## src/hdl/perm_fs_pkg.sv

```systemverilog
package perm_fs_pkg;

   localparam int PROC_W           = 16;
   localparam int CFG_W            = 6;
   localparam int OUT_TIME_W       = 32;
   localparam int FLOW_W           = 40;
   localparam int DEF_MAX_MACHINES = 32;
   localparam int DEF_TIME_BITS    = 32;
   localparam int POS_W_MAX        = 8;
   localparam int QUEUE_DEPTH      = 2;

   localparam logic [CFG_W-1:0]  NUM_MACHINES_RESET = CFG_W'(1);
   localparam logic [FLOW_W-1:0] FLOW_MAX           = '1;

   typedef struct packed {
      logic [PROC_W-1:0]    proc_time;
      logic [POS_W_MAX-1:0] pos;
      logic                 job_end;
      logic                 last;
   } op_type;

endpackage

```

## src/hdl/perm_fs_ram.sv

```systemverilog
module perm_fs_ram #(
   parameter int WIDTH = 32,
   parameter int DEPTH = 32
) (
   input  logic                                    clock,
   input  logic                                    wr_en,
   input  logic [((DEPTH > 1) ? $clog2(DEPTH) : 1)-1:0] wr_addr,
   input  logic [WIDTH-1:0]                        wr_data,
   input  logic                                    rd_en,
   input  logic [((DEPTH > 1) ? $clog2(DEPTH) : 1)-1:0] rd_addr,
   output logic [WIDTH-1:0]                        rd_data
);

   logic [WIDTH-1:0] mem_ff [DEPTH];
   logic [WIDTH-1:0] rd_data_ff;

   always_ff @(posedge clock) begin
      if (wr_en) begin
         mem_ff[wr_addr] <= wr_data;
      end
      if (rd_en) begin
         rd_data_ff <= mem_ff[rd_addr];
      end
   end

   assign rd_data = rd_data_ff;

endmodule

```

## src/hdl/perm_fs_queue.sv

```systemverilog
module perm_fs_queue (
   input  logic                clock,
   input  logic                reset,
   input  logic                push_valid,
   output logic                push_ready,
   input  perm_fs_pkg::op_type push_data,
   output logic                pop_valid,
   input  logic                pop,
   output perm_fs_pkg::op_type pop_data
);

   import perm_fs_pkg::*;

   localparam int AW = $clog2(QUEUE_DEPTH);
   localparam int CW = $clog2(QUEUE_DEPTH + 1);

   op_type          mem_ff [QUEUE_DEPTH];
   logic [AW-1:0]   wr_ptr_ff, wr_ptr_in;
   logic [AW-1:0]   rd_ptr_ff, rd_ptr_in;
   logic [CW-1:0]   count_ff, count_in;
   logic            do_push;
   logic            do_pop;

   assign push_ready = (count_ff != CW'(QUEUE_DEPTH));
   assign pop_valid  = (count_ff != '0);
   assign pop_data   = mem_ff[rd_ptr_ff];
   assign do_push    = push_valid && push_ready;
   assign do_pop     = pop && pop_valid;

   always_comb begin
      wr_ptr_in = do_push ? wr_ptr_ff + AW'(1) : wr_ptr_ff;
      rd_ptr_in = do_pop ? rd_ptr_ff + AW'(1) : rd_ptr_ff;
      count_in  = count_ff;
      if (do_push && !do_pop) begin
         count_in = count_ff + CW'(1);
      end else if (do_pop && !do_push) begin
         count_in = count_ff - CW'(1);
      end
   end

   always_ff @(posedge clock) begin
      if (reset) begin
         wr_ptr_ff <= '0;
         rd_ptr_ff <= '0;
         count_ff  <= '0;
      end else begin
         wr_ptr_ff <= wr_ptr_in;
         rd_ptr_ff <= rd_ptr_in;
         count_ff  <= count_in;
      end
   end

   always_ff @(posedge clock) begin
      if (do_push) begin
         mem_ff[wr_ptr_ff] <= push_data;
      end
   end

endmodule

```

## src/hdl/perm_fs_front.sv

```systemverilog
module perm_fs_front #(
   parameter int MAX_MACHINES = perm_fs_pkg::DEF_MAX_MACHINES
) (
   input  logic                            clock,
   input  logic                            reset,
   input  logic                            csr_valid,
   output logic                            csr_ready,
   input  logic [perm_fs_pkg::CFG_W-1:0]   csr_num_machines,
   input  logic                            req_valid,
   output logic                            req_ready,
   input  logic [perm_fs_pkg::PROC_W-1:0]  req_proc_time,
   input  logic                            req_last_job,
   output logic                            push_valid,
   input  logic                            push_ready,
   output perm_fs_pkg::op_type             push_data
);

   import perm_fs_pkg::*;

   localparam int PW = (MAX_MACHINES > 1) ? $clog2(MAX_MACHINES) : 1;
   localparam int MW = $clog2(MAX_MACHINES + 1);
   localparam int NW = (MW > CFG_W) ? MW : CFG_W;

   logic [CFG_W-1:0] nm_ff, nm_in;
   logic [PW-1:0]    pos_ff, pos_in;
   logic [MW-1:0]    eff_m;
   logic [MW-1:0]    pos_inc;
   logic             job_end;
   logic             accept;

   assign csr_ready  = 1'b1;
   assign req_ready  = push_ready;
   assign push_valid = req_valid;
   assign accept     = req_valid && push_ready;

   always_comb begin
      if (nm_ff == '0) begin
         eff_m = MW'(1);
      end else if (NW'(nm_ff) > NW'(MAX_MACHINES)) begin
         eff_m = MW'(MAX_MACHINES);
      end else begin
         eff_m = MW'(nm_ff);
      end
   end

   assign pos_inc = MW'(pos_ff) + MW'(1);
   assign job_end = (pos_inc >= eff_m);

   always_comb begin
      push_data.proc_time = req_proc_time;
      push_data.pos       = POS_W_MAX'(pos_ff);
      push_data.job_end   = job_end;
      push_data.last      = job_end && req_last_job;
   end

   always_comb begin
      nm_in  = (csr_valid && csr_ready) ? csr_num_machines : nm_ff;
      pos_in = pos_ff;
      if (accept) begin
         pos_in = job_end ? '0 : PW'(pos_inc);
      end
   end

   always_ff @(posedge clock) begin
      if (reset) begin
         nm_ff  <= NUM_MACHINES_RESET;
         pos_ff <= '0;
      end else begin
         nm_ff  <= nm_in;
         pos_ff <= pos_in;
      end
   end

endmodule

```

## src/hdl/perm_fs_back.sv

```systemverilog
module perm_fs_back #(
   parameter int MAX_MACHINES = perm_fs_pkg::DEF_MAX_MACHINES,
   parameter int TIME_BITS    = perm_fs_pkg::DEF_TIME_BITS
) (
   input  logic                                clock,
   input  logic                                reset,
   input  logic                                q_valid,
   output logic                                q_pop,
   input  perm_fs_pkg::op_type                 q_data,
   output logic                                rsp_valid,
   input  logic                                rsp_ready,
   output logic [perm_fs_pkg::OUT_TIME_W-1:0]  rsp_job_completion,
   output logic [perm_fs_pkg::OUT_TIME_W-1:0]  rsp_makespan,
   output logic [perm_fs_pkg::FLOW_W-1:0]      rsp_flowtime,
   output logic                                rsp_sequence_done
);

   import perm_fs_pkg::*;

   localparam int PW = (MAX_MACHINES > 1) ? $clog2(MAX_MACHINES) : 1;
   localparam int SW = (TIME_BITS > FLOW_W) ? TIME_BITS + 1 : FLOW_W + 1;

   logic [PW-1:0]           a_addr;
   logic                    hit;

   op_type                  b_op_ff;
   logic                    b_valid_ff, b_valid_in;
   logic                    b_zero_ff;
   logic                    b_byp_ff;
   logic [TIME_BITS-1:0]    b_byp_data_ff;
   logic [PW-1:0]           b_addr;
   logic [TIME_BITS-1:0]    ram_rd_data;
   logic [TIME_BITS-1:0]    start_mem;
   logic [TIME_BITS-1:0]    start_val;
   logic [TIME_BITS:0]      done_sum;
   logic [TIME_BITS-1:0]    done_val;
   logic [TIME_BITS-1:0]    run_new;
   logic                    b_fire;
   logic                    b_wr;
   logic                    b_clear;
   logic [TIME_BITS-1:0]    job_run_ff, job_run_in;
   logic [MAX_MACHINES-1:0] vld_ff, vld_in;

   logic                    c_valid_ff, c_valid_in;
   logic [TIME_BITS-1:0]    c_cj_ff;
   logic                    c_last_ff;
   logic                    c_ready;
   logic                    c_fire;
   logic                    out_free;
   logic [TIME_BITS-1:0]    max_ff, max_in;
   logic [FLOW_W-1:0]       sum_ff, sum_in;
   logic [TIME_BITS-1:0]    max_new;
   logic [SW-1:0]           sum_wide;
   logic [FLOW_W-1:0]       sum_new;
   logic                    rsp_valid_ff, rsp_valid_in;
   logic [OUT_TIME_W-1:0]   rsp_cj_ff;
   logic [OUT_TIME_W-1:0]   rsp_span_ff;
   logic [FLOW_W-1:0]       rsp_flow_ff;
   logic                    rsp_done_ff;

   // issue: pop an operation and read the machine's ready time
   assign a_addr = q_data.pos[PW-1:0];
   assign q_pop  = q_valid && (!b_valid_ff || b_fire);
   assign hit    = b_wr && (b_addr == a_addr);

   perm_fs_ram #(
      .WIDTH(TIME_BITS),
      .DEPTH(MAX_MACHINES)
   ) u_ready_ram (
      .clock  (clock),
      .wr_en  (b_wr),
      .wr_addr(b_addr),
      .wr_data(done_val),
      .rd_en  (q_pop),
      .rd_addr(a_addr),
      .rd_data(ram_rd_data)
   );

   // execute: start at the later of machine and job, saturate the finish
   assign b_addr    = b_op_ff.pos[PW-1:0];
   assign start_mem = b_zero_ff ? '0 : (b_byp_ff ? b_byp_data_ff : ram_rd_data);
   assign start_val = (job_run_ff > start_mem) ? job_run_ff : start_mem;
   assign done_sum  = {1'b0, start_val} + (TIME_BITS + 1)'(b_op_ff.proc_time);
   assign done_val  = done_sum[TIME_BITS] ? '1 : done_sum[TIME_BITS-1:0];
   assign run_new   = (b_op_ff.proc_time != '0) ? done_val : job_run_ff;

   assign b_fire  = b_valid_ff && (!b_op_ff.job_end || c_ready);
   assign b_wr    = b_fire && (b_op_ff.proc_time != '0);
   assign b_clear = b_fire && b_op_ff.last;

   always_comb begin
      b_valid_in = b_valid_ff;
      if (q_pop) begin
         b_valid_in = 1'b1;
      end else if (b_fire) begin
         b_valid_in = 1'b0;
      end

      job_run_in = job_run_ff;
      if (b_fire) begin
         job_run_in = b_op_ff.job_end ? '0 : run_new;
      end

      vld_in = vld_ff;
      if (b_clear) begin
         vld_in = '0;
      end else if (b_wr) begin
         vld_in[b_addr] = 1'b1;
      end
   end

   always_ff @(posedge clock) begin
      if (reset) begin
         b_valid_ff <= 1'b0;
         job_run_ff <= '0;
         vld_ff     <= '0;
      end else begin
         b_valid_ff <= b_valid_in;
         job_run_ff <= job_run_in;
         vld_ff     <= vld_in;
      end
   end

   always_ff @(posedge clock) begin
      if (q_pop) begin
         b_op_ff       <= q_data;
         b_zero_ff     <= b_clear || (!hit && !vld_ff[a_addr]);
         b_byp_ff      <= !b_clear && hit;
         b_byp_data_ff <= done_val;
      end
   end

   // statistics and result register
   assign out_free = !rsp_valid_ff || rsp_ready;
   assign c_fire   = c_valid_ff && out_free;
   assign c_ready  = !c_valid_ff || c_fire;

   assign max_new  = (c_cj_ff > max_ff) ? c_cj_ff : max_ff;
   assign sum_wide = SW'(sum_ff) + SW'(c_cj_ff);
   assign sum_new  = (sum_wide > SW'(FLOW_MAX)) ? FLOW_MAX : sum_wide[FLOW_W-1:0];

   always_comb begin
      c_valid_in = c_valid_ff;
      if (b_fire && b_op_ff.job_end) begin
         c_valid_in = 1'b1;
      end else if (c_fire) begin
         c_valid_in = 1'b0;
      end

      max_in = max_ff;
      sum_in = sum_ff;
      if (c_fire) begin
         max_in = c_last_ff ? '0 : max_new;
         sum_in = c_last_ff ? '0 : sum_new;
      end

      rsp_valid_in = rsp_valid_ff;
      if (c_fire) begin
         rsp_valid_in = 1'b1;
      end else if (rsp_ready) begin
         rsp_valid_in = 1'b0;
      end
   end

   always_ff @(posedge clock) begin
      if (reset) begin
         c_valid_ff   <= 1'b0;
         max_ff       <= '0;
         sum_ff       <= '0;
         rsp_valid_ff <= 1'b0;
      end else begin
         c_valid_ff   <= c_valid_in;
         max_ff       <= max_in;
         sum_ff       <= sum_in;
         rsp_valid_ff <= rsp_valid_in;
      end
   end

   always_ff @(posedge clock) begin
      if (b_fire && b_op_ff.job_end) begin
         c_cj_ff   <= run_new;
         c_last_ff <= b_op_ff.last;
      end
      if (c_fire) begin
         rsp_cj_ff   <= OUT_TIME_W'(c_cj_ff);
         rsp_span_ff <= OUT_TIME_W'(max_new);
         rsp_flow_ff <= sum_new;
         rsp_done_ff <= c_last_ff;
      end
   end

   assign rsp_valid          = rsp_valid_ff;
   assign rsp_job_completion = rsp_cj_ff;
   assign rsp_makespan       = rsp_span_ff;
   assign rsp_flowtime       = rsp_flow_ff;
   assign rsp_sequence_done  = rsp_done_ff;

endmodule

```

## src/hdl/perm_flowshop_makespan_flowtime_core.sv

```systemverilog
// A job's last operation passes the queue, execute and statistics registers to the result.
// Throughput: one operation per cycle unless stalled; one ready-time read and write each.
// A stalled result holds the back at the next job's last operation; the front keeps accepting
// until the two-entry queue fills.
// Reset (synchronous, active high) sets the machine count to 1 and clears all job and sequence
// state; machine ready times read as zero through per-machine valid bits, so no clearing pass.
module perm_flowshop_makespan_flowtime_core #(
   parameter int MAX_MACHINES = perm_fs_pkg::DEF_MAX_MACHINES,
   parameter int TIME_BITS    = perm_fs_pkg::DEF_TIME_BITS
) (
   input  logic                                clock,
   input  logic                                reset,
   input  logic                                csr_valid,
   output logic                                csr_ready,
   input  logic [perm_fs_pkg::CFG_W-1:0]       csr_num_machines,
   input  logic                                req_valid,
   output logic                                req_ready,
   input  logic [perm_fs_pkg::PROC_W-1:0]      req_proc_time,
   input  logic                                req_last_job,
   output logic                                rsp_valid,
   input  logic                                rsp_ready,
   output logic [perm_fs_pkg::OUT_TIME_W-1:0]  rsp_job_completion,
   output logic [perm_fs_pkg::OUT_TIME_W-1:0]  rsp_makespan,
   output logic [perm_fs_pkg::FLOW_W-1:0]      rsp_flowtime,
   output logic                                rsp_sequence_done
);

   import perm_fs_pkg::*;

   logic   push_valid;
   logic   push_ready;
   op_type push_data;
   logic   q_valid;
   logic   q_pop;
   op_type q_data;

   perm_fs_front #(
      .MAX_MACHINES(MAX_MACHINES)
   ) u_front (
      .clock           (clock),
      .reset           (reset),
      .csr_valid       (csr_valid),
      .csr_ready       (csr_ready),
      .csr_num_machines(csr_num_machines),
      .req_valid       (req_valid),
      .req_ready       (req_ready),
      .req_proc_time   (req_proc_time),
      .req_last_job    (req_last_job),
      .push_valid      (push_valid),
      .push_ready      (push_ready),
      .push_data       (push_data)
   );

   perm_fs_queue u_queue (
      .clock     (clock),
      .reset     (reset),
      .push_valid(push_valid),
      .push_ready(push_ready),
      .push_data (push_data),
      .pop_valid (q_valid),
      .pop       (q_pop),
      .pop_data  (q_data)
   );

   perm_fs_back #(
      .MAX_MACHINES(MAX_MACHINES),
      .TIME_BITS   (TIME_BITS)
   ) u_back (
      .clock             (clock),
      .reset             (reset),
      .q_valid           (q_valid),
      .q_pop             (q_pop),
      .q_data            (q_data),
      .rsp_valid         (rsp_valid),
      .rsp_ready         (rsp_ready),
      .rsp_job_completion(rsp_job_completion),
      .rsp_makespan      (rsp_makespan),
      .rsp_flowtime      (rsp_flowtime),
      .rsp_sequence_done (rsp_sequence_done)
   );

endmodule

```

## config.mk

```make
export PLATFORM = sky130hd
export DESIGN_NAME = perm_flowshop_makespan_flowtime_core
export DESIGN_NICKNAME = d
export VERILOG_FILES = /design/src/hdl/perm_fs_pkg.sv /design/src/hdl/perm_fs_ram.sv /design/src/hdl/perm_fs_queue.sv /design/src/hdl/perm_fs_front.sv /design/src/hdl/perm_fs_back.sv /design/src/hdl/perm_flowshop_makespan_flowtime_core.sv
export SDC_FILE = /design/constraint.sdc
export NUM_CORES = 2
export LEC_CHECK = 0
export BUFFER_PORTS_ARGS = -buffer_cell sky130_fd_sc_hd__buf_4
export CORE_UTILIZATION = 60
export DETAILED_ROUTE_END_ITERATION = 7
export GPL_TIMING_DRIVEN = 0
export PLACE_DENSITY = 0.77
export REMOVE_ABC_BUFFERS = 1
export SKIP_CTS_REPAIR_TIMING = 1
export SYNTH_ARGS = -nofsm -noshare
export SYNTH_HDL_FRONTEND = slang
export SYNTH_HIERARCHICAL = 1
export SYNTH_SLANG_ARGS = --single-unit
export TNS_END_PERCENT = 30
```

## constraint.sdc

```tcl
create_clock -name clock -period 10.2 [get_ports clock]
set_clock_uncertainty 0.05 [all_clocks]
set_input_delay 0.51 -clock clock [delete_from_list [all_inputs] [get_ports clock]]
set_output_delay 0.51 -clock clock [all_outputs]
set_load 0.02 [all_outputs]
```

* Word level (Yosys, flattened, before mapping)
Memory sizes are Yosys's and may differ from the RTL's. A register that Yosys moved wholly into a read port is not among the register bits.
Cells that the tools add are included.
** Word-level totals
- Flip-flop bits (word level) :: 349
- Latch bits :: 0
- RAM bits :: 1070
- ROM bits :: 0
- Input bits :: 28
- Word-level logic and storage cells :: 113
- Memories kept :: 2
** Memories
- u_back.u_ready_ram.mem_ff :: words 32, bits a word 32, rd ports 1, clocked after Yosys merged registers in 1, write ports 1, RTL line perm_fs_ram.sv:14 : logic [WIDTH-1:0] mem_ff [DEPTH];
- u_queue.mem_ff :: words 2, bits a word 23, rd ports 1, clocked after Yosys merged registers in 1, write ports 1, RTL line perm_fs_queue.sv:17 : op_type mem_ff [QUEUE_DEPTH];
** Cells by class
- $add $sub $neg :: 7
- Multipliers :: 0
- Divide/modulo/power cells :: 0
- Magnitude comparators :: 8
- Equality and inequality tests :: 2
- Shift-type cells :: 0
- Multiplexer cells :: 31
- Bitwise logic cells :: 1
- Reduce and logical (&&, ||, !) cells :: 37
** Operators by type and width (count)
- 32-bit 2-to-1 mux :: 8
- 40-bit 2-to-1 mux :: 2
- 32-bit > comparator :: 2
- 40-bit by 32-bit adder with 41-bit output :: 1
- 41-bit by 40-bit > comparator with 1-bit output (second input constant) :: 1
- 32-bit by 16-bit adder with 33-bit output :: 1
- 32-bit OR :: 1
- 16-bit nonzero test :: 1
- 1-bit logical AND :: 15
- 1-bit 2-to-1 mux :: 14
- 5-bit by 6-bit less-than comparator with 1-bit output (second input constant) :: 2
- 6-bit 2-to-1 mux :: 2
- 2-bit nonzero test :: 5
- 1-bit zero test :: 9
- 5-bit by 1-bit adder with 6-bit output (second input constant) :: 1
- 6-bit greater-or-equal comparator :: 1
- 6-bit > comparator (second input constant) :: 1
- 6-bit zero test :: 1
- 1-bit binary-select mux with 5-bit select :: 1
- 1-bit demux with 5-bit select :: 1
- 5-bit == test :: 1
- 5-bit by 1-bit greater-or-equal comparator with 1-bit output (second input constant) :: 1
- 1-bit logical OR :: 5
- 5-bit 2-to-1 mux :: 1
- 6 further kinds :: 8

* Logic depth before layout (Yosys ltp)
- Word-level depth :: 12
- Mapped depth :: 30

* Cells and area by module
Netlist, hierarchy kept.
** By module, submodules not included
- perm_fs_ram :: times used 1, cells each 2260, area an instance 40805.4 um^2, sequential area each 31710.4 um^2
- perm_fs_back :: times used 1, cells each 1758, area an instance 17670.7 um^2, sequential area each 8638.3 um^2
- perm_fs_queue :: times used 1, cells each 105, area an instance 2097.0 um^2, sequential area each 1661.6 um^2
- perm_fs_front :: times used 1, cells each 104, area an instance 870.8 um^2, sequential area each 220.2 um^2

* Worst setup path after synthesis
OpenSTA, ideal clock, no wires.
- Path type :: register to register
- From :: register u_back.b_byp_ff
- To :: register u_back.b_byp_data_ff[31] (data pin)
- Library setup time :: 462 ps
- Data arrival time :: 7680 ps
- Data required time :: 9688 ps
- Path slack :: 2008 ps
- Stages on the path, launching flop included :: 29
- Path buffers :: 9
- Period minus slack after synthesis :: 8192 ps
- Cells stage by stage :: edfxtp_1 > buf_4 > buf_4 > buf_1 > clkbuf_1 > mux2i_1 > or2_2 > ha_1 > nand4_1 > nor4_1 > a21boi_1 > or4_4 > o211a_1 > clkbuf_1 > buf_1 > clkbuf_1 > o21ai_0 > ha_1 > o21ai_0 > nor2_1 > o21ai_0 > o31a_1 > o21ai_0 > clkbuf_1 > clkbuf_1 > nand2_1 > xnor2_1 > nor2_1 > o21ai_0
** On the way
- Word-level cells in the longest chain between the ends :: 6
** RTL lines
- start: declaration :: RTL line perm_fs_back.sv:29 : logic b_byp_ff;
- start signal: assignment :: RTL line perm_fs_back.sv:128 : b_byp_ff <= !b_clear && hit;
- 32-bit 2-to-1 mux (*) (2 in a row) :: RTL line perm_fs_back.sv:81 : assign start_mem = b_zero_ff ? '0 : (b_byp_ff ? b_byp_data_ff : ram_rd_data);
- 32-bit > comparator :: RTL line perm_fs_back.sv:82 : assign start_val = (job_run_ff > start_mem) ? job_run_ff : start_mem;
- 32-bit 2-to-1 mux (*) :: RTL line perm_fs_back.sv:82
- 32-bit by 16-bit adder with 33-bit output (*) :: RTL line perm_fs_back.sv:83 : assign done_sum = {1'b0, start_val} + (TIME_BITS + 1)'(b_op_ff.proc_time);
- 32-bit 2-to-1 mux (*) :: RTL line perm_fs_back.sv:84 : assign done_val = done_sum[TIME_BITS] ? '1 : done_sum[TIME_BITS-1:0];
- net u_back.done_val[31] :: RTL line perm_fs_back.sv:36 : logic [TIME_BITS-1:0] done_val;
- end signal: assignment :: RTL line perm_fs_back.sv:129 : b_byp_data_ff <= done_val;
- end: declaration :: RTL line perm_fs_back.sv:30 : logic [TIME_BITS-1:0] b_byp_data_ff;
Mark *: on every way through the listed nets, which the timed path passes. The rest lies on a longest branch.
A chain may end at the register's enable or synchronous reset.

* Final worst setup path
- From :: register u_back.b_byp_ff
- To :: memory u_back.u_ready_ram.mem_ff[6][26] (data pin)
** On the way
- Word-level cells in the longest chain between the ends :: 6
** RTL lines (RTL line)
- 32-bit 2-to-1 mux (*) (2 in a row) :: perm_fs_back.sv:81
- 32-bit > comparator :: perm_fs_back.sv:82
- 32-bit 2-to-1 mux (*) :: perm_fs_back.sv:82
- 32-bit by 16-bit adder with 33-bit output (*) :: perm_fs_back.sv:83
- 32-bit 2-to-1 mux (*) :: perm_fs_back.sv:84
- net u_back.done_val[26] :: perm_fs_back.sv:36
- end: declaration :: perm_fs_ram.sv:14
Marked as above.

==> flow_metrics.env <==
export IMPL_drcViolationCount=0
export IMPL_cts_root_buf="clkbuf_16"
export IMPL_grt_max_degree=91
export IMPL_hold_viol=0
export IMPL_worst_pin_slew_ps=1310
export IMPL_drt_iter0_markers=3890
export IMPL_firstDrtPassIters=5
export IMPL_fin_nets=4508
export IMPL_die_x_um=321
export IMPL_cts_tree="yes"
export IMPL_antenna_found_initial=2
export IMPL_p_leak_nw=24.7
export IMPL_vias=36400
export IMPL_vias_per_cell=6.25
export IMPL_timing_final_crit_share=0.935
export IMPL_cap_violations=0
export IMPL_syn_area_per_cell_um2=14.5
export IMPL_p_per_area_nw_per_um2=359
export IMPL_crit_type="reg -> reg"
export IMPL_max_freq_mhz=105
export IMPL_clk_pin_slew_ps=60
export IMPL_htreeDepth=4
export IMPL_overflow=0
export IMPL_crit_required_ps=10330
export IMPL_dp_hpwl_um=90300
export IMPL_die_height_um=321
export IMPL_area_delta_synth_final_pct=13.2
export IMPL_crit_arrival_ps=9660
export IMPL_crit_path_end_kind="flip-flop"
export IMPL_critPathMaxFanout=51
export IMPL_gp_congestion=0.922
export IMPL_relSlewSlack=0.126
export IMPL_start_kind="flip-flop"
export IMPL_ant_nets=0
export IMPL_wirelength_um=143000
export IMPL_cts_buffers=145
export IMPL_ys_warn_count=6
export IMPL_rrSetupSlack_ps=670
export IMPL_start_util=0.608
export IMPL_min_path_type="in -> reg"
export IMPL_rsz0062_at_grt="no"
export IMPL_setup_viol=0
export IMPL_num_rows=116
export IMPL_clock_sinks=1452
export IMPL_fin_setup_tns_ps=0
export IMPL_worstSkewPairLatency_ps=760
export IMPL_vdd_drop_max_v=0.000743
export IMPL_numPortBuffers=134
export IMPL_drv_slew=0
export IMPL_hold_start="csr_num_machines[2]"
export IMPL_grt_pass1_vias=35500
export IMPL_wl_per_cell_um=24.5
export IMPL_io_pins=136
export IMPL_grt_pass1_wl_um=212000
export IMPL_syn_area_um2=61200
export IMPL_timing_critical_path_from="u_back/b_byp_ff"
export IMPL_final_min_clock_period_ps=9530
export IMPL_synthCells=4214
export IMPL_drive_gt1_frac=0.121
export IMPL_die_area_um2=103000
export IMPL_r2r_start="u_back/b_byp_ff"
export IMPL_cts_buffer_depth=3
export IMPL_track_usage=0.275
export IMPL_holdWs_ps=10.0
export IMPL_core_um2=101000
export IMPL_outcome="completed"
## cell usage in the layout, fill, tap and decap left out, types with 61 or more instances in the layout
master,count
o21ai_0,122
mux2i_1,557
a21oi_1,239
a22o_1,136
buf_4,134
nand3_1,135
edfxtp_1,1297
nor2_1,170
a31oi_1,61
dfxtp_1,155
ha_1,121
clkbuf_16,150
a22oi_1,100
nand2_1,276
inv_1,88
## power breakdown
part	total [mW]	switching, mW	internal, mW	leakage (nW)
logic	9.19	6.57	2.62	9.49
clock network	5.00	2.16	2.84	2.16
registers	10.7	0.383	10.3	13.0
## flip-flops by register name, summed over array words and instances (netlist names), 40 cells and up, named ones only
register and cells:
u_back/rsp_flowtime 40, u_back/sum_ff 40, u_back/u_ready_ram/mem_ff 1024, u_queue/mem_ff 46
## routing by layer
metal | vias up | part of all wire | track usage | wire length [um]
met2 | 1639 | 0.50 | 0.470 | 71500
met5 | - | 0 | 0 | 0
met4 | 0 | 0.035 | 0.106 | 5000
met1 | 17900 | 0.39 | 0.355 | 55800
met3 | 357 | 0.073 | 0.0398 | 10400
li1 | 16500 | - | - | -
## metrics by stage
stage / setup slack (ps) / cells / area, um2 / utilization / power [mW]
after floorplan: -1780 / 3980 / 59900 / - / 17.4
after global placement: -5590 / 5471 / 62600 / 0.623 / 20.5
after detailed placement: 494 / 5546 / 64600 / 0.643 / 19.8
after CTS: 457 / 5803 / 69100 / 0.687 / 24.8
after global routing: 129 / 5824 / 69300 / 0.689 / 26.0
final: 667 / 5825 / 69300 / 0.689 / 24.9
## final cells by class
cell class / count / area [um2]
inverters: 89 / 337
flip-flops and latches: 1452 / 42100
clock inverters: 63 / 504
clock buffers: 194 / 3940
well taps: 1357 / 1700
fillers: 6520 / 31300
diodes: 1 / 2.50
repair buffers: 230 / 2880
multi-input cells: 2439 / 17900
## worst max-delay path, stage by stage (launching register included)
cell      delay, ps
edfxtp_1        860
buf_16          250
mux2i_1         190
nor2_1          450
inv_1           190
ha_1            320
nand4_1         100
nor4_1          800
a211oi_1         90
nand2_1         190
o211a_2         860
o21ai_0         280
ha_1            400
a21oi_1         270
o21ai_0         130
a21o_1          180
a211oi_1        660
nand2_1         600
nand3_1        1010
nand2_1        1010
## path summary, 6_finish.rpt
check                                endpoint  cells past startpoint
max          u_back/u_ready_ram/mem_ff[6][26]                     19
min                          u_front/nm_ff[2]                      3
max reg2reg  u_back/u_ready_ram/mem_ff[6][26]                     19
min reg2reg                 u_back/max_ff[15]                      1
Note: power is estimated with default switching activity, not from simulation.
